**src/rtl/dpfm_pkg.sv**
```systemverilog
`timescale 1ns / 1ps
package dpfm_pkg;

    localparam int ADC_W      = 12;
    localparam int CV_ENTRIES = 16;
    localparam int CV_IDX_W   = $clog2(CV_ENTRIES);
    localparam int FIFO_DEPTH = 4;
    localparam int FIFO_PTR_W = $clog2(FIFO_DEPTH);
    localparam int DIV_W      = 32;
    localparam int SQ_IN_W    = 44;
    localparam int SQ_OUT_W   = SQ_IN_W / 2;
    localparam logic [19:0] FLOW_MAX = 20'hFFFFF;

    localparam logic [2:0] CFG_POT_MIN        = 3'd0;
    localparam logic [2:0] CFG_POT_MAX        = 3'd1;
    localparam logic [2:0] CFG_CV_ENTRIES     = 3'd2;
    localparam logic [2:0] CFG_ADC_FULL_SCALE = 3'd3;
    localparam logic [2:0] CFG_FULL_SCALE_PSI = 3'd4;
    localparam logic [2:0] CFG_SG_RECIP       = 3'd5;
    localparam logic [2:0] CFG_GAL_TO_ML      = 3'd6;

    typedef enum logic {
        OP_SAMPLE = 1'b0,
        OP_LOAD   = 1'b1
    } op_t;

    typedef struct packed {
        op_t         op;
        logic [11:0] up_neg;
        logic [11:0] up_pos;
        logic [11:0] down_neg;
        logic [11:0] down_pos;
        logic [11:0] pot_reading;
        logic [3:0]  cv_index;
        logic [15:0] cv_entry;
    } item_t;

    typedef struct packed {
        logic [11:0] pot_min;
        logic [11:0] pot_max;
        logic [4:0]  cv_entries_used;
        logic [11:0] adc_full_scale;
        logic [15:0] full_scale_psi;
        logic [15:0] sg_recip;
        logic [15:0] gal_to_ml;
    } cfg_t;

    typedef struct packed {
        logic [15:0] upstream_psi;
        logic [15:0] downstream_psi;
        logic [15:0] cv_interp;
        logic [19:0] flow_ml_min;
        logic        flow_saturated;
    } result_t;

    typedef struct packed {
        logic full;
        logic empty;
    } fifo_stat_t;

    typedef enum logic [3:0] {
        ST_IDLE,
        ST_UP_GO,
        ST_UP_WAIT,
        ST_DN_GO,
        ST_DN_WAIT,
        ST_POS,
        ST_IDX_WAIT,
        ST_RD_A,
        ST_RD_B,
        ST_INTERP,
        ST_CV_WAIT,
        ST_DP,
        ST_SQ_WAIT,
        ST_MUL1,
        ST_MUL2,
        ST_OUT
    } back_state_t;

endpackage

```
**src/rtl/dpfm_front.sv**
```systemverilog
`timescale 1ns / 1ps
module dpfm_front (
    input  logic                 clk,
    input  logic                 rst_n,
    input  logic                 s_tvalid,
    output logic                 s_tready,
    input  logic [79:0]          s_tdata,
    input  logic                 s_tuser,
    input  dpfm_pkg::fifo_stat_t fifo_stat,
    output logic                 push,
    output dpfm_pkg::item_t      push_item,
    output logic                 held
);

    logic            vld_reg;
    dpfm_pkg::item_t item_reg;
    logic            take;

    assign s_tready  = !vld_reg || !fifo_stat.full;
    assign take      = s_tvalid && s_tready;
    assign push      = vld_reg && !fifo_stat.full;
    assign push_item = item_reg;
    assign held      = vld_reg;

    always_ff @(posedge clk or negedge rst_n)
    begin
        if (!rst_n)
        begin
            vld_reg <= 1'b0;
        end
        else if (take)
        begin
            vld_reg <= 1'b1;
        end
        else if (push)
        begin
            vld_reg <= 1'b0;
        end
    end

    // classify on entry: tuser selects sample or table load
    always_ff @(posedge clk)
    begin
        if (take)
        begin
            item_reg.op          <= dpfm_pkg::op_t'(s_tuser);
            item_reg.up_neg      <= s_tdata[11:0];
            item_reg.up_pos      <= s_tdata[23:12];
            item_reg.down_neg    <= s_tdata[35:24];
            item_reg.down_pos    <= s_tdata[47:36];
            item_reg.pot_reading <= s_tdata[59:48];
            item_reg.cv_index    <= s_tdata[63:60];
            item_reg.cv_entry    <= s_tdata[79:64];
        end
    end

endmodule

```
**config.mk**
```make
export PLATFORM = sky130hd
export DESIGN_NAME = dpfm_front
export DESIGN_NICKNAME = d
export VERILOG_FILES = /design/src/rtl/dpfm_pkg.sv /design/src/rtl/dpfm_front.sv
export SDC_FILE = /design/constraint.sdc
export NUM_CORES = 1
export LEC_CHECK = 0
export BUFFER_PORTS_ARGS = -buffer_cell sky130_fd_sc_hd__buf_4
export CAP_MARGIN = 20
export CORE_MARGIN = 5
export CORE_UTILIZATION = 40
export DETAILED_ROUTE_END_ITERATION = 10
export HOLD_SLACK_MARGIN = 0.03
export PLACE_DENSITY_LB_ADDON = 0.3
export SYNTH_ARGS = -nofsm -noshare
export SYNTH_HDL_FRONTEND = slang
export SYNTH_SLANG_ARGS = --single-unit
```
**constraint.sdc**
```tcl
create_clock -name clk -period 6.1 [get_ports clk]
set_input_delay 1.22 -clock clk [delete_from_list [all_inputs] [get_ports clk]]
set_output_delay 1.22 -clock clk [all_outputs]
set_load 0.05 [all_outputs]
```
Word-level counts from Yosys, hierarchy flattened
Index checks and enable logic that the tools add are counted.
{"block": "totals", "output_inout_bits": 84, "elab_cells": 17, "ff_bits": 82, "input_bits": 86}
{"block": "op_classes", "mux": 2, "reduce_logical": 6}
{"cell": "logical AND 1 bit", "n": 2}
{"cell": "zero test 1 bit", "n": 2}
{"cell": "2-to-1 mux 1 bit", "n": 2}
{"cell": "nonzero test 2 bit", "n": 1}
{"cell": "logical OR 1 bit", "n": 1}

Depth between registers and ports, before layout
{"block": "logic_depth", "word_depth": 4, "mapped_depth": 1, "ltp_nobuf": 1}

Worst setup path after synthesis
Ideal clock, no wire load.
{"block": "synth_path", "path_type": "in2reg", "startpoint": "in s_tvalid", "endpoint": "reg item_reg, in the netlist push_item[0] (enable)", "n_path_buf": 0, "setup_ns": 0.542, "slack_ns": 0.485, "path_stages": 1, "arrival_time_ns": 5.073, "required_ns": 5.558, "cell_sequence": "a21boi_1"}
{"block": "synth_via", "elab_chain_len": 1}
{"element": "start, declared", "line": "dpfm_front.sv:5", "rtl": "input logic s_tvalid,"}
{"element": "logical AND 1 bit", "line": "dpfm_front.sv:20", "rtl": "assign take = s_tvalid && s_tready;"}
{"element": "end, declared", "line": "dpfm_front.sv:16", "rtl": "dpfm_pkg::item_t item_reg;"}
Every way passes these cells.
A chain may end at the register's enable or synchronous reset.

Worst setup path after layout
{"block": "layout_path", "startpoint": "in fifo_stat[1] (netlist bit)", "endpoint": "out push"}
{"block": "layout_via", "elab_chain_len": 2}
{"element": "start, declared", "line": "dpfm_front.sv:9", "rtl": "input dpfm_pkg::fifo_stat_t fifo_stat,"}
{"element": "zero test 1 bit", "line": "dpfm_front.sv:21", "rtl": "assign push = vld_reg && !fifo_stat.full;"}
{"element": "logical AND 1 bit", "line": "dpfm_front.sv:21"}
{"element": "end, declared", "line": "dpfm_front.sv:10", "rtl": "output logic push,"}
Every way passes these cells.

==> summary.md <==
| Metric | Value |
|---|---|
| Result of the run | finished, final reports clean |
| Setup repair after global routing missed its margin | false |
| Post-route antenna net violation count | 0 |
| Clock sinks | 82 |
| Final setup viols | 0 |
| Insertion delay to the later sink of the worst-skew pair | 330 ps |
| Largest cells by area after synthesis | sky130_fd_sc_hd__edfxtp_1 98%, sky130_fd_sc_hd__dfrtp_1 1.0%, sky130_fd_sc_hd__a21boi_1 0.30% |
| Post-synthesis net count | 172 |
| Post-synthesis cell type with the largest combined area | sky130_fd_sc_hd__edfxtp_1 |
| Most common cell after layout, fill and taps aside | sky130_fd_sc_hd__buf_4 |
| Depth of the worst register-to-register path | 2 |
| Instance area at placement | 0.00386 mm^2 |
| Ports | 170 |
| Initial Util | 41.4% |
| DRT Wirelength | 5840 um |
| CTS Root Cell | sky130_fd_sc_hd__clkbuf_8 |
| Number of nets in the finished design | 352 |
| Antenna violations before repair | 0 |
| Capturing element type of the critical path | output pin |
| Sequential share of the synthesized area | 99.0% |
| DRT iter0 DRCs | 51 |
| Area share of the leading cell type in the synthesized netlist | 98.0% |
| Hold WC Path Type | flop to flop |
| Avg Inst Size Synth | 28.9 um^2 |
| Achievable Freq | 342 MHz |
| Worst endpoint data arrival time | 1710 ps |
| Via count of the first global-routing pass | 1621 |
| Final critical delay including setup and external delays | 2930 ps |
| Worst ir drop on vdd | 186 uV |
| Count of yosys warnings during synthesis | 0 |
| Type of the setup path with the least slack | input port to output pin |
| Fraction of final layout cells with drive strength greater than 1 | 67.5% |
| Clock buffer depth | 2 |
| DRC errors left | 0 |
| Summed instance area of the synthesized netlist | 0.00248 mm^2 |
| Most frequent cells in the layout | 169 x sky130_fd_sc_hd__buf_4, 81 x sky130_fd_sc_hd__edfxtp_1, 11 x sky130_fd_sc_hd__clkbuf_8 |
| Number of cells on the worst hold path | 1 |
| TritonCTS clock tree | built |
| Unique cell type count in the Yosys netlist | 6 |
| Rows | 28 |
| Count of state elements after synthesis | 82 |
| Number of cells upsized or downsized after cts | 0 |
| Post-CTS setup-driven buffer insertion count | 0 |
| P&R area growth vs syn | 63.3% |
| Overall die height | 88.8 um |
| Core outline area | 0.00599 mm^2 |
| Instance count of the mapped netlist | 86 |
| Leakage power total | 1.71 nW |
| Worst reg2reg startpoint | held$_DFFE_PN0P_ |
| Required time at the worst-slack endpoint | 4880 ps |
| Buffers added on ports | 168 |
| First-pass GRT wire length | 8340 um |
| Endpoint, Worst Hold | held$_DFFE_PN0P_ |
| Antenna diode count | 0 |
| Routed wire length per instance | 16.9 um |
| Tcrit/Tclk final | 48.0% |
| Number of hold violations in the final report | 0 |
| Gpl congestion | 0.704 |
| Peak fanout along the critical path | 4 |
| Reg-to-reg endpoint | push_item[64]$_DFFE_PP_ |
| Number of max-cap violations | 0 |
| PD cells | 310 mW/mm^2 |
| First-pass iteration count of the detailed router | 4 |
| Startpoint kind of the worst setup timing path | input port |
| Number of H-tree branching levels | 3 |
| Design area | 0.00405 mm^2 |
| Slew Viols, Final | 0 |
| Max transition margin | 35.6% |
| CTS buffer count | 9 |
| Setup TNS after final layout | 0 ps |
| All-Layer GR Usage | 15.1% |
| Number of hold-repair buffers added at the cts stage | 0 |
| Reg2reg setup slack | 4340 ps |
| Maximum number of pins on one net before global-route repair | 82 |
| Total overflow reported by the global router | 0 |
| Clock slew at the register clock pins of the worst setup and hold paths | 80 ps |
| Routed vias/inst | 4.42 |
| Actual slew at the worst max-slew pin | 966 ps |
| Layout Skew | 8.07 ps |
| Horizontal extent of the die | 88.8 um |
| Hold Path Origin | held$_DFFE_PN0P_ |
| Via count of the routed design | 1530 |
| Die Outline Area | 0.00788 mm^2 |
-- routing by layer --
layer	GRT usage, %	vias up	wire (um)
met1	14.0	690	1740
met2	24.7	124	2860
met3	9.96	11	1100
li1	-	705	-
met4	9.07	0	143
met5	0	-	0
-- power by group --
group          internal, mW  leakage [nW]  switching (mW)
Combinational        0.0717         0.831           0.139
Sequential            0.657         0.782         0.00844
Clock                 0.212         0.101           0.167
-- cells by family (layout without fill, tap and decap cells) --
logic type / Yosys count / after routing / share of synthesized area (%)
flops: 82 / 82 / 99.0
buf+inv: 0 / 185 / 0
simple gates: 2 / 2 / 0.403
compound gates: 2 / 2 / 0.605
-- cell type report --
cell class	instances	area, um^2
timing repair buffer	169	1270
clock inverter	2	35.0
fill	420	1940
sequential	82	2460
tap	75	93.8
multi-input combinational	4	36.3
clock buffer	14	163
-- registers in the layout, summed over array words and instances, names as in the netlist --
signal / cells
push_item: 81
held: 1
-- through the flow --
| step | setup slack [ps] | std cells | power, mW | hold slack [ps] | utilization [%] |
|---|---|---|---|---|---|
| 2_1_floorplan | 485 | 86 | 0.801 | 838 | - |
| 3_3_place_gp | 3200 | 330 | 0.887 | 601 | 64.4 |
| 3_5_place_dp | 3170 | 330 | 0.892 | 597 | 64.4 |
| 4_1_cts | 3160 | 346 | 1.28 | 620 | 67.7 |
| 5_1_grt | 3120 | 346 | 1.31 | 614 | 67.7 |
| 6_report | 3170 | 346 | 1.26 | 613 | 67.7 |
-- worst max-delay path, stage by stage --
cell and delay [ps]:
sky130_fd_sc_hd__buf_4 140, sky130_fd_sc_hd__nor2b_1 130, sky130_fd_sc_hd__buf_4 220
-- synthesized netlist by cell type --
cell type,instances
sky130_fd_sc_hd__a21boi_1,1
sky130_fd_sc_hd__edfxtp_1,81
sky130_fd_sc_hd__nor2b_1,1
sky130_fd_sc_hd__a21o_1,1
sky130_fd_sc_hd__dfrtp_1,1
sky130_fd_sc_hd__nand2_1,1
-- worst max path at each step --
stage	startpoint	to	slack, ps	cells past startpoint
final	fifo_stat[1]	push	3170	3
after floorplan	s_tvalid	push_item[0]$_DFFE_PP_	480	1
after global placement	fifo_stat[1]	push	3200	3
after global routing	fifo_stat[1]	push	3120	3
after detailed placement	fifo_stat[1]	push	3170	3
after CTS	fifo_stat[1]	push	3160	3
(Power assumes the default switching activity.)
