$ cat config.mk
export PLATFORM = sky130hd
export DESIGN_NAME = dpfm_fifo
export DESIGN_NICKNAME = d
export VERILOG_FILES = /design/src/rtl/dpfm_pkg.sv /design/src/rtl/dpfm_fifo.sv
export SDC_FILE = /design/constraint.sdc
export NUM_CORES = 1
export LEC_CHECK = 0
export BUFFER_PORTS_ARGS = -buffer_cell sky130_fd_sc_hd__buf_2
export CAP_MARGIN = 25
export CORE_ASPECT_RATIO = 0.6
export CORE_MARGIN = 2
export CORE_UTILIZATION = 51
export DETAILED_ROUTE_END_ITERATION = 6
export HOLD_SLACK_MARGIN = 0.15
export PLACE_DENSITY_LB_ADDON = 0.3
export RECOVER_POWER = 100
export SYNTH_ARGS = -nofsm -noshare
export SYNTH_HDL_FRONTEND = slang
export SYNTH_SLANG_ARGS = --single-unit
$ cat constraint.sdc
create_clock -name clk -period 2.89 [get_ports clk]
set_clock_uncertainty 0.15 [all_clocks]
set_input_delay 0.289 -clock clk [delete_from_list [all_inputs] [get_ports clk]]
set_output_delay 0.289 -clock clk [all_outputs]
set_load 0.01 [all_outputs]
$ cat src/rtl/dpfm_pkg.sv
`timescale 1ns / 1ps
package dpfm_pkg;

    localparam int ADC_W      = 12;
    localparam int CV_ENTRIES = 16;
    localparam int CV_IDX_W   = $clog2(CV_ENTRIES);
    localparam int FIFO_DEPTH = 4;
    localparam int FIFO_PTR_W = $clog2(FIFO_DEPTH);
    localparam int DIV_W      = 32;
    localparam int SQ_IN_W    = 44;
    localparam int SQ_OUT_W   = SQ_IN_W / 2;
    localparam logic [19:0] FLOW_MAX = 20'hFFFFF;

    localparam logic [2:0] CFG_POT_MIN        = 3'd0;
    localparam logic [2:0] CFG_POT_MAX        = 3'd1;
    localparam logic [2:0] CFG_CV_ENTRIES     = 3'd2;
    localparam logic [2:0] CFG_ADC_FULL_SCALE = 3'd3;
    localparam logic [2:0] CFG_FULL_SCALE_PSI = 3'd4;
    localparam logic [2:0] CFG_SG_RECIP       = 3'd5;
    localparam logic [2:0] CFG_GAL_TO_ML      = 3'd6;

    typedef enum logic {
        OP_SAMPLE = 1'b0,
        OP_LOAD   = 1'b1
    } op_t;

    typedef struct packed {
        op_t         op;
        logic [11:0] up_neg;
        logic [11:0] up_pos;
        logic [11:0] down_neg;
        logic [11:0] down_pos;
        logic [11:0] pot_reading;
        logic [3:0]  cv_index;
        logic [15:0] cv_entry;
    } item_t;

    typedef struct packed {
        logic [11:0] pot_min;
        logic [11:0] pot_max;
        logic [4:0]  cv_entries_used;
        logic [11:0] adc_full_scale;
        logic [15:0] full_scale_psi;
        logic [15:0] sg_recip;
        logic [15:0] gal_to_ml;
    } cfg_t;

    typedef struct packed {
        logic [15:0] upstream_psi;
        logic [15:0] downstream_psi;
        logic [15:0] cv_interp;
        logic [19:0] flow_ml_min;
        logic        flow_saturated;
    } result_t;

    typedef struct packed {
        logic full;
        logic empty;
    } fifo_stat_t;

    typedef enum logic [3:0] {
        ST_IDLE,
        ST_UP_GO,
        ST_UP_WAIT,
        ST_DN_GO,
        ST_DN_WAIT,
        ST_POS,
        ST_IDX_WAIT,
        ST_RD_A,
        ST_RD_B,
        ST_INTERP,
        ST_CV_WAIT,
        ST_DP,
        ST_SQ_WAIT,
        ST_MUL1,
        ST_MUL2,
        ST_OUT
    } back_state_t;

endpackage

$ cat src/rtl/dpfm_fifo.sv
`timescale 1ns / 1ps
module dpfm_fifo (
    input  logic                 clk,
    input  logic                 rst_n,
    input  logic                 push,
    input  dpfm_pkg::item_t      push_item,
    input  logic                 pop,
    output dpfm_pkg::item_t      head,
    output dpfm_pkg::fifo_stat_t stat
);

    dpfm_pkg::item_t                     mem [dpfm_pkg::FIFO_DEPTH];
    logic [dpfm_pkg::FIFO_PTR_W-1:0]     wr_ptr_reg;
    logic [dpfm_pkg::FIFO_PTR_W-1:0]     rd_ptr_reg;
    logic [dpfm_pkg::FIFO_PTR_W:0]       cnt_reg;

    assign head       = mem[rd_ptr_reg];
    assign stat.full  = (cnt_reg == (dpfm_pkg::FIFO_PTR_W+1)'(dpfm_pkg::FIFO_DEPTH));
    assign stat.empty = (cnt_reg == '0);

    always_ff @(posedge clk)
    begin
        if (push)
        begin
            mem[wr_ptr_reg] <= push_item;
        end
    end

    always_ff @(posedge clk or negedge rst_n)
    begin
        if (!rst_n)
        begin
            wr_ptr_reg <= '0;
            rd_ptr_reg <= '0;
            cnt_reg    <= '0;
        end
        else
        begin
            if (push)
            begin
                wr_ptr_reg <= wr_ptr_reg + 1'b1;
            end
            if (pop)
            begin
                rd_ptr_reg <= rd_ptr_reg + 1'b1;
            end
            if (push && !pop)
            begin
                cnt_reg <= cnt_reg + 1'b1;
            end
            else if (pop && !push)
            begin
                cnt_reg <= cnt_reg - 1'b1;
            end
        end
    end

endmodule

## Yosys cells after proc, flatten, opt, wreduce, memory -nomap -nowiden

Memories as Yosys holds them, arrays and structs flattened.
Index checks and enable logic that the tools add are counted.

- Equality and inequality tests: 1
- Add/sub/neg operators: 4
- Muxes and demuxes: 4
- Reduce and logical (&&, ||, !) cells: 6

Operator list:

| operator | number |
|---|---|
| 3-bit two-way mux | 2 |
| 2-bit by 1-bit adder with 2-bit output, second input constant | 2 |
| 3-bit by 1-bit adder with 3-bit output, second input constant | 1 |
| 3-bit equality test, second input constant | 1 |
| 3-bit zero test | 1 |
| 3-bit by 1-bit subtractor with 3-bit output, second input constant | 1 |
| 1-bit logical AND | 2 |
| 1-bit zero test | 2 |
| 1-bit two-way mux | 2 |
| 2-bit nonzero test | 1 |

- Memories kept: 1
- Output and inout bits: 83
- RAM bits: 324
- Logic and storage cells: 19
- Input port bits: 85
- Bits in registers: 7

Memory list:

| name | words | bits a word | read ports | clocked after memory_dff | wr ports | RTL line | RTL |
|---|---|---|---|---|---|---|---|
| mem | 4 | 81 | 1 | 0 | 1 | dpfm_fifo.sv:12 | `dpfm_pkg::item_t mem [dpfm_pkg::FIFO_DEPTH];` |

## Depth between registers and ports, before layout

Gate-level depths: netlist of the first run.

- Depth in word-level cells: 4
- Depth in mapped cells: 7

## Least setup slack after synthesis of the first run

No wires, ideal clock.

- Path kind: register to register
- Start: register wr_ptr_reg[0] in the netlist's numbering
- End: memory mem[2][0] in the netlist's numbering (enable)
- Arrival: 2.501 ns
- Cell stages (with the launch flop): 4
- Period minus slack after synthesis: 3.099 ns
- Buffers on the path: 0
- Path slack: -0.209 ns
- Data required time: 2.292 ns
- Path through: dfrtp_1 -> inv_1 -> ha_1 -> and2_1

RTL lines:

| what | RTL line | RTL |
|---|---|---|
| from (decl) | dpfm_fifo.sv:13 | `logic [dpfm_pkg::FIFO_PTR_W-1:0] wr_ptr_reg;` |
| from (signal assigned) | dpfm_fifo.sv:41 | `wr_ptr_reg <= wr_ptr_reg + 1'b1;` |
| to (decl) | dpfm_fifo.sv:12 |  |

Straight into the memory's write port.

==> reports/results.ini, run 1 <==
[run_status]
status=finished clean

[synthesis]
synth_top_family_by_area=multiplexers
synthAdderAreaFrac_pct=0.683
synth.mux.area_fraction_pct=15.2
synth_compound_area_share_pct=0.0414
synth_warnings=0
avgSynthCellArea_sq_um=26.4
yosysSeqAreaShare_pct=81.9
synth_nets=548
syn_inst=457
ys_types=18
synth_xor_area_share_pct=0.435
synthSimpleGateAreaFrac_pct=0.404
netlist_area_sq_um=12100
ys_ff_latch=331

[clock_network]
cts_root_buffer=clkbuf_16
cts.clk_slew.worst_paths_ns=0.06
cts_max_path_buffers=3
cts_tree=built
postCtsSetupBuffers=0
cts_max_level=1
clock-sinks=331
ctsHoldBuffers=85
cts_buffers=30
clock_latency_ns=0.55
ctsResizeCount=0

[placed_design]
place.gp.congestion=0.727
dp_hpwl_mm=13.9
portBuffers=167

[critical_path]
critPathMaxStageDelay_ns=0.77
cp.required_ns=2.45
r2r_cells=4
path_class=reg -> out
arrival_ns=2.23
worstSetupEndpointType=primary output
startpoint_type=flop
reg2reg_from=wr_ptr_reg[1]
path_cells=buf_6 > mux4_2 > clkbuf_1
r2r-end=mem[0][45]
r2r_slack_ns=0.31
path_delay_family=flip-flops
cp_slowest_cell=dfrtp_4
crit_buf_inv=2
crit_fanout=37

[die]
die_area_sq_um=25000
start_util_pct=52.1
die_w_um=203
die_y_um=123
rows=43
io_pins=168
coreArea_sq_um=23200

[run]
cap_viol_max_count=0

[sta]
rsz0062_at_grt=false
setup_viol=0
period_needed_ns=2.67
final_max_slew_viol_count=0
final-hold-violation-count=0
clock.fmax_mhz=375
worst_pin_slew_ns=1.22
relSlewSlack_pct=18.6
fin_setup_tns_ns=0
period_share_pct=92.3

[worst_hold_path]
worstHoldEndpoint=cnt_reg[2]
min_path_type=reg -> reg
hp-start=cnt_reg[2]
holdPathStages=1

[layout]
nNetsFinal=832
syn_to_final_growth_pct=23.8
fillers=1591
finish.utilization_pct=64.5
drive_above_1_share_pct=20.4
largest_reg_flops=324

[grt]
track_usage_pct=18.6
grt.overflow.total=0
grt_max_degree=43
grt_first_pass_wirelength_mm=34.7
antenna_found_initial=2
first_global_vias=6080

[route]
drtPass1Iterations=5
drc=0
via_count=5653
dr.first_iter.drc_count=365
antenna_left=0
drt-wirelength-per-cell_um=21.0
totalWireLength_mm=22.6
vias_per_cell=5.23

[power]
power.density_nw_per_um2=959
leakagePower_nw=4.82
irDropWorstVdd_v=0.000647
fin_total_pwr_mw=14.3

how the worst max path moves through the flow:
stage | startpoint | end | slack [ns] | depth (start not counted)
2_1_floorplan | wr_ptr_reg[0] | mem[2][0] | 0.68 | 3
5_1_grt | push | mem[0][25] | 0.07 | 4
3_5_place_dp | wr_ptr_reg[1] | mem[1][45] | 0.77 | 4
4_1_cts | rd_ptr_reg[1] | head[71] | 0.19 | 3
6_report | rd_ptr_reg[1] | head[44] | 0.22 | 3
3_3_place_gp | rd_ptr_reg[1] | head[72] | 0.81 | 3
cell type report:
cell class | instances | area, sq um | area share (%)
Inverter | 4 | 15.0 | 0.100
Clock inverter | 19 | 143 | 0.953
Timing Repair Buffer | 270 | 1670 | 11.2
Antenna cell | 2 | 5.00 | 0.0335
Sequential cell | 331 | 9910 | 66.3
Multi-Input combinational cell | 104 | 2030 | 13.6
Tap cell | 315 | 394 | 2.63
Clock buffer | 35 | 791 | 5.29
power breakdown:
| group | total, mW | switching, mW | internal (mW) |
|---|---|---|---|
| Sequential | 6.62 | 0.324 | 6.29 |
| Clock | 3.74 | 1.61 | 2.12 |
| Combinational | 3.99 | 2.20 | 1.79 |
through the flow:
step	hold slack (ns)	worst slack, ns	instance area [sq um]	std cells
floorplan	-0.157	0.678	12100	457
global placement	0.00516	0.810	13400	939
detailed placement	0.00678	0.772	13400	939
CTS	0.308	0.190	15200	1078
global route	0.358	0.0691	15000	1080
finish	0.343	0.224	15000	1080
cells in the mapped netlist:
cell type  number  share of area, %
edfxtp_1      324                80
ha_1            5              0.52
nand2_1         2             0.062
fa_1            1              0.17
dfrtp_1         7               1.4
buf_6           8              0.75
buf_4           1             0.062
xor2_1          4              0.29
o21ai_0         1             0.041
nor3_1          1             0.041
buf_2           9              0.37
and2_1          4              0.21
nor2_1          1             0.031
mux4_2         81                15
nor3b_1         1             0.062
inv_1           4              0.12
mux2_2          1             0.093
xnor2_1         2              0.14
routing by layer:
metal  wire [um]  GRT usage [%]  share of wire, %
met5           0              0                 0
met4         287           3.60               1.3
met3        1680           5.64               7.4
met2       11000           30.8                49
met1        9690           25.2                43
cells by family (layout without fill, tap and decap cells):
| kind of cell | Yosys count | after routing |
|---|---|---|
| simple gates | 9 | 9 |
| compound gates | 1 | 1 |
| xor+xnor | 6 | 6 |
| buf+inv | 22 | 328 |
| mux | 82 | 82 |
| other cells | 0 | 2 |
| fa+ha+maj | 6 | 6 |
| flops | 331 | 331 |
placed cells by master, fill, tap and decap left out, types with 3 or more instances in the layout:
master,Yosys,final
and2_2,0,4
buf_12,0,5
buf_2,9,5
buf_4,1,4
clkbuf_1,0,163
clkbuf_16,0,31
clkbuf_2,0,10
clkinv_1,0,8
clkinv_2,0,6
clkinvlp_4,0,3
dfrtp_1,7,5
dlygate4sd3_1,0,85
edfxtp_1,324,324
ha_1,5,5
inv_1,4,4
mux4_2,81,81
xor2_1,4,4
No activity file was read; power rests on OpenSTA's default activity.
==> run 2, diff against run 1 <==
--- a/config.mk
+++ b/config.mk
@@ -9,7 +9,8 @@
 export CAP_MARGIN = 25
 export CORE_ASPECT_RATIO = 0.6
 export CORE_MARGIN = 2
-export CORE_UTILIZATION = 51
+export CORE_UTILIZATION = 53
+export CTS_BUF_LIST = sky130_fd_sc_hd__clkbuf_2
 export DETAILED_ROUTE_END_ITERATION = 6
 export HOLD_SLACK_MARGIN = 0.15
 export PLACE_DENSITY_LB_ADDON = 0.3
==> run 2 against run 1 <==
Compared with the run above: critical path depth up 2; power rose by 0.94%; die area down 3.7%; first-iteration DRC count is 1.6% higher; combinational power is 25% higher; register-to-register slack better by 0.56 ns; largest cell class unchanged; largest power group unchanged.
==> reports/results.ini, run 2 (synthesis results as in run 1) <==
[grt]
first_global_vias=7044  ; was 6080
grt.overflow.total=0  ; unchanged
grt_max_degree=45  ; was 43
track_usage_pct=22.0  ; was 18.6%
grt_first_pass_wirelength_mm=38.4  ; was 34.7 mm
antenna_found_initial=1  ; was 2

[die]
die_area_sq_um=24100  ; was 25000 sq um
die_w_um=199  ; was 203 um
start_util_pct=54.4  ; was 52.1%
coreArea_sq_um=22200  ; was 23200 sq um
io_pins=168  ; unchanged
rows=42  ; was 43
die_y_um=121  ; was 123 um

[clock_network]
clock-sinks=331  ; unchanged
cts_root_buffer=clkbuf_2  ; was clkbuf_16
cts_buffers=75  ; was 30
cts.clk_slew.worst_paths_ns=0.11  ; was 0.06 ns
cts_max_path_buffers=3  ; unchanged
cts_tree=built  ; unchanged
cts_max_level=3  ; was 1
clock_latency_ns=0.79  ; was 0.55 ns

[power]
fin_total_pwr_mw=14.5  ; was 14.3 mW
p_sw_mw=4.46  ; was 4.14 mW
irDropWorstVdd_v=0.000621  ; was 0.000647 V
clockPowerShare_pct=20.5  ; was 26.0%
swShare_pct=30.8  ; was 28.9%
power.density_nw_per_um2=902  ; was 959 nW/um^2
leakagePower_nw=5.83  ; was 4.82 nW
power_frac_seq_pct=45.2  ; was 46.1%
p_int_mw=10.0  ; was 10.2 mW
p_comb_share_pct=34.3  ; was 27.8%

[layout]
nNetsFinal=974  ; was 832
layout_commonest_cell=edfxtp_1  ; unchanged
largest_reg_flops=324  ; unchanged
syn_to_final_growth_pct=32.8  ; was 23.8%
layout_common_cells=324 x edfxtp_1, 168 x dlygate4sd3_1, 157 x buf_2, 118 x clkbuf_2, 81 x mux4_2  ; was 324 x edfxtp_1, 163 x clkbuf_1, 85 x dlygate4sd3_1, 81 x mux4_2, 31 x clkbuf_16
fillers=1361  ; was 1591
finalNonFillerCells=1244  ; was 1080
drive_above_1_share_pct=43.4  ; was 20.4%

[run]
cap_viol_max_count=0  ; unchanged

[route]
vias_per_cell=5.17  ; was 5.23
drt-wirelength-per-cell_um=20.5  ; was 21.0 um
drtPass1Iterations=4  ; was 5
dr.first_iter.drc_count=371  ; was 365
drc=0  ; unchanged
via_count=6432  ; was 5653
totalWireLength_mm=25.5  ; was 22.6 mm
antenna_left=0  ; unchanged

[sta]
worst_pin_slew_ns=0.542  ; was 1.22 ns
final_max_slew_viol_count=0  ; unchanged
final-hold-violation-count=0  ; unchanged
setup_viol=0  ; unchanged
fin_setup_tns_ns=0  ; unchanged
relSlewSlack_pct=63.8  ; was 18.6%
clock.fmax_mhz=362  ; was 375 MHz
rsz0062_at_grt=true  ; was false
period_share_pct=95.6  ; was 92.3%
holdWs_ns=0.333  ; was 0.343 ns
setup_ws_ns=0.128  ; was 0.224 ns
period_needed_ns=2.76  ; was 2.67 ns

[run_status]
status=finished clean  ; unchanged

[placed_design]
preCtsSetupSlack_ns=0.674  ; was 0.772 ns
dp_cells=931  ; was 939
dp_hpwl_mm=13.8  ; was 13.9 mm
place.gp.congestion=0.742  ; was 0.727
portBuffers=167  ; unchanged

[critical_path]
crit_fanout=5  ; was 37
arrival_ns=2.32  ; was 2.23 ns
r2r_cells=4  ; unchanged
startpoint_type=flop  ; unchanged
worstSetupEndpointType=primary output  ; unchanged
r2r-end=mem[1][0]  ; was mem[0][45]
r2r_slack_ns=0.87  ; was 0.31 ns
cp.required_ns=2.45  ; about the same
reg2reg_from=wr_ptr_reg[1]  ; unchanged
path_class=reg -> out  ; unchanged

[worst_hold_path]
min_path_type=in -> async  ; was reg -> reg

-- run 2: power groups by stage --
stage	registers [mW]	clock network, mW	logic (mW)
after global placement	6.69	0	4.18
after global routing	6.62	3.31	5.30
after detailed placement	6.77	0	4.22
final	6.55	2.96	4.97
after floorplan	6.53	0	2.80
after CTS	6.55	3.05	4.82
-- run 2: layer usage --
metal  vias to the layer above  share of wire (%)  track usage, %
met1                      3316                 43            28.6
met3                        24                6.0            6.28
met4                         0                1.4            7.18
li1                       2869                  -               -
met2                       223                 50            36.5
met5                         -                  0               0
-- run 2: area by class of cell --
type	count	area, sq um	share of cell area (%)
Sequential cell	331	9910	61.8
Tap cell	308	385	2.40
Clock buffer	118	591	3.68
Antenna cell	1	2.50	0.0156
Timing Repair Buffer	367	3010	18.8
Inverter	4	15.0	0.0936
Multi-Input combinational cell	104	2030	12.7
Clock inverter	11	95.1	0.593
-- run 2: worst max-delay path, stage by stage, from the launching register on --
cell	delay, ns
dfrtp_4	0.54
buf_6	0.15
buf_12	0.12
buf_8	0.12
mux4_2	0.45
buf_6	0.14
-- run 2: per-stage QoR --
| step | cell area, sq um | utilization, % |
|---|---|---|
| 2_1_floorplan | 12100 | - |
| 3_3_place_gp | 13400 | 60.3 |
| 3_5_place_dp | 13400 | 60.3 |
| 4_1_cts | 15900 | 71.7 |
| 5_1_grt | 16000 | 72.2 |
| 6_report | 16000 | 72.2 |
-- run 2: worst max path at each step --
stage / start / end / slack (ns) / cells past startpoint
2_1_floorplan: wr_ptr_reg[0] / mem[2][0] / 0.68 / 3
4_1_cts: rd_ptr_reg[0] / head[28] / -0.03 / 5
5_1_grt: rd_ptr_reg[0] / head[26] / -0.02 / 5
3_5_place_dp: rd_ptr_reg[0] / head[34] / 0.67 / 3
3_3_place_gp: rd_ptr_reg[0] / head[34] / 0.70 / 3
6_report: rd_ptr_reg[0] / head[26] / 0.13 / 5
-- run 2: repair_timing --
action / 4_1_cts / 5_1_grt
endpoints found under the hold margin: 552 / 0
cloned: 1 / 4
hold buffers: 168 / 0
resized for setup: 5 / 12
setup endpoints to repair: 71 / 57
buffers inserted: 11 / 0
==> run 3, diff against run 2 <==
--- a/config.mk
+++ b/config.mk
@@ -7,12 +7,16 @@
 export LEC_CHECK = 0
 export BUFFER_PORTS_ARGS = -buffer_cell sky130_fd_sc_hd__buf_2
 export CAP_MARGIN = 25
+export CELL_PAD_IN_SITES_DETAIL_PLACEMENT = 1
+export CELL_PAD_IN_SITES_GLOBAL_PLACEMENT = 1
 export CORE_ASPECT_RATIO = 0.6
 export CORE_MARGIN = 2
-export CORE_UTILIZATION = 53
+export CORE_UTILIZATION = 47
 export CTS_BUF_LIST = sky130_fd_sc_hd__clkbuf_2
+export CTS_CLUSTER_SIZE = 10
 export DETAILED_ROUTE_END_ITERATION = 6
 export HOLD_SLACK_MARGIN = 0.15
+export MAX_ROUTING_LAYER = met4
 export PLACE_DENSITY_LB_ADDON = 0.3
 export RECOVER_POWER = 100
 export SYNTH_ARGS = -nofsm -noshare
==> run 3 against run 2 <==
Compared with the run above: global-route usage is 0.38 points higher; die area up 12%; hold slack lost 0.0031 ns; worst setup slack worse by 0.048 ns; routed wire length up 12%; sequential cell count unchanged; critical path type unchanged; critical endpoint is now head[32]; largest power group unchanged.
==> reports/results.ini, run 3 (synthesis results as in run 1) <==
[grt]
grtUsageMet3_pct=7.45  ; was 6.28%
grt_max_degree=49  ; was 45
grt_first_pass_wirelength_mm=42.9  ; was 38.4 mm
grt_util_met1_pct=27.5  ; was 28.6%
track_usage_pct=22.4  ; was 22.0%
first_global_vias=7187  ; was 7044
antenna_found_initial=1  ; unchanged
grt_most_used_layer=met2  ; unchanged
use_met2_pct=36.5  ; about the same
grt.overflow.total=0  ; unchanged

[placed_design]
placed_area_sq_um=13400  ; about the same
dp_hpwl_mm=15.1  ; was 13.8 mm
preCtsSetupSlack_ns=0.785  ; was 0.674 ns
place.gp.congestion=0.694  ; was 0.742
portBuffers=167  ; unchanged

[critical_path]
cp.required_ns=2.45  ; about the same
arrival_ns=2.37  ; was 2.32 ns
r2r-end=mem[2][68]  ; was mem[1][0]
startpoint_type=flop  ; unchanged
worstSetupEndpointType=primary output  ; unchanged
r2r_cells=4  ; unchanged
r2r_slack_ns=0.90  ; was 0.87 ns
reg2reg_from=wr_ptr_reg[0]  ; was wr_ptr_reg[1]
path_class=reg -> out  ; unchanged
crit_fanout=13  ; was 5

[route]
via_count=6435  ; was 6432
totalWireLength_mm=28.6  ; was 25.5 mm
drtPass1Iterations=4  ; unchanged
drt-wirelength-per-cell_um=22.6  ; was 20.5 um
antenna_left=0  ; unchanged
drc=0  ; unchanged
vias_per_cell=5.10  ; was 5.17
dr.first_iter.drc_count=453  ; was 371

[clock_network]
cts_root_buffer=clkbuf_2  ; unchanged
cts_max_level=3  ; unchanged
cts_tree=built  ; unchanged
clock_latency_ns=0.83  ; was 0.79 ns
cts_max_path_buffers=3  ; unchanged
cts.clk_slew.worst_paths_ns=0.10  ; was 0.11 ns
cts_buffers=76  ; was 75
clock-sinks=331  ; unchanged

[power]
leakagePower_nw=5.86  ; was 5.83 nW
irDropWorstVdd_v=0.000477  ; was 0.000621 V
power.density_nw_per_um2=918  ; was 902 nW/um^2
fin_total_pwr_mw=14.8  ; was 14.5 mW

[layout]
fillers=2152  ; was 1361
layout_commonest_cell=edfxtp_1  ; unchanged
layout_common_cells=324 x edfxtp_1, 168 x dlygate4sd3_1, 127 x clkbuf_2, 118 x buf_2, 81 x mux4_2  ; was 324 x edfxtp_1, 168 x dlygate4sd3_1, 157 x buf_2, 118 x clkbuf_2, 81 x mux4_2
syn_to_final_growth_pct=33.9  ; was 32.8%
seq_area_sq_um=9910  ; unchanged
fin_area_sq_um=16200  ; was 16000 sq um
multi_input_area_sq_um=2030  ; unchanged
drive_above_1_share_pct=43.2  ; was 43.4%
largest_reg_flops=324  ; unchanged
nNetsFinal=966  ; was 974

[run_status]
status=finished clean  ; unchanged

[sta]
final_max_slew_viol_count=0  ; unchanged
fin_setup_tns_ns=0  ; unchanged
relSlewSlack_pct=50.6  ; was 63.8%
final-hold-violation-count=0  ; unchanged
setup_ws_ns=0.0793  ; was 0.128 ns
holdWs_ns=0.330  ; was 0.333 ns
clock.fmax_mhz=356  ; was 362 MHz
period_share_pct=97.3  ; was 95.6%
period_needed_ns=2.81  ; was 2.76 ns
rsz0062_at_grt=true  ; unchanged
setup_viol=0  ; unchanged
worst_pin_slew_ns=0.741  ; was 0.542 ns

[die]
coreArea_sq_um=25300  ; was 22200 sq um
die_area_sq_um=27100  ; was 24100 sq um
die_y_um=128  ; was 121 um
io_pins=168  ; unchanged
rows=45  ; was 42
die_w_um=211  ; was 199 um
start_util_pct=47.8  ; was 54.4%

[run]
cap_viol_max_count=0  ; unchanged

[worst_hold_path]
min_path_type=in -> async  ; unchanged

-- run 3: repair_timing --
| item | CTS | global route |
|---|---|---|
| endpoints found under the setup margin | 64 | 79 |
| hold buffers | 168 | 0 |
| buffers inserted | 3 | 1 |
| hold endpoints to repair | 653 | 0 |
| cloned | 2 | 1 |
| resized for setup | 20 | 32 |
-- run 3: layout make-up --
cell class,count,share of cell area (%)
Sequential cell,331,61.3
Antenna cell,1,0.0155
Clock buffer,127,3.93
Tap cell,329,2.54
Inverter,4,0.0928
Clock inverter,8,0.201
Timing Repair Buffer,358,19.4
Multi-Input combinational cell,104,12.6
-- run 3: metrics by stage --
step	cells	util, %
finish	1262	64.0
global route	1262	64.0
CTS	1259	63.2
detailed placement	951	53.1
global placement	951	53.1
floorplan	457	-
-- run 3: worst max-delay path by stage --
stage	startpoint	end	slack [ns]
after global placement	rd_ptr_reg[0]	head[0]	0.81
final	rd_ptr_reg[0]	head[32]	0.08
after CTS	rd_ptr_reg[0]	head[32]	-0.09
after global routing	rd_ptr_reg[0]	head[7]	-0.09
after detailed placement	rd_ptr_reg[0]	head[18]	0.78
after floorplan	wr_ptr_reg[0]	mem[2][0]	0.68
-- run 3: critical path, cell delays in order, from the launching register on --
cell and delay, ns:
dfrtp_4 0.52, bufbuf_16 0.36, mux4_2 0.52, buf_2 0.16
-- run 3: routing by layer --
| layer | wire length [um] | vias to the layer above |
|---|---|---|
| met5 | 0 | - |
| met2 | 14300 | 209 |
| met4 | 329 | 0 |
| met3 | 1910 | 31 |
| li1 | - | 2854 |
| met1 | 12000 | 3341 |
-- run 3: power breakdown --
group | total (mW) | switching, mW | internal [mW] | leakage (nW)
Combinational | 5.33 | 2.56 | 2.76 | 2.26
Sequential | 6.60 | 0.322 | 6.27 | 3.06
Clock | 2.92 | 1.79 | 1.13 | 0.547
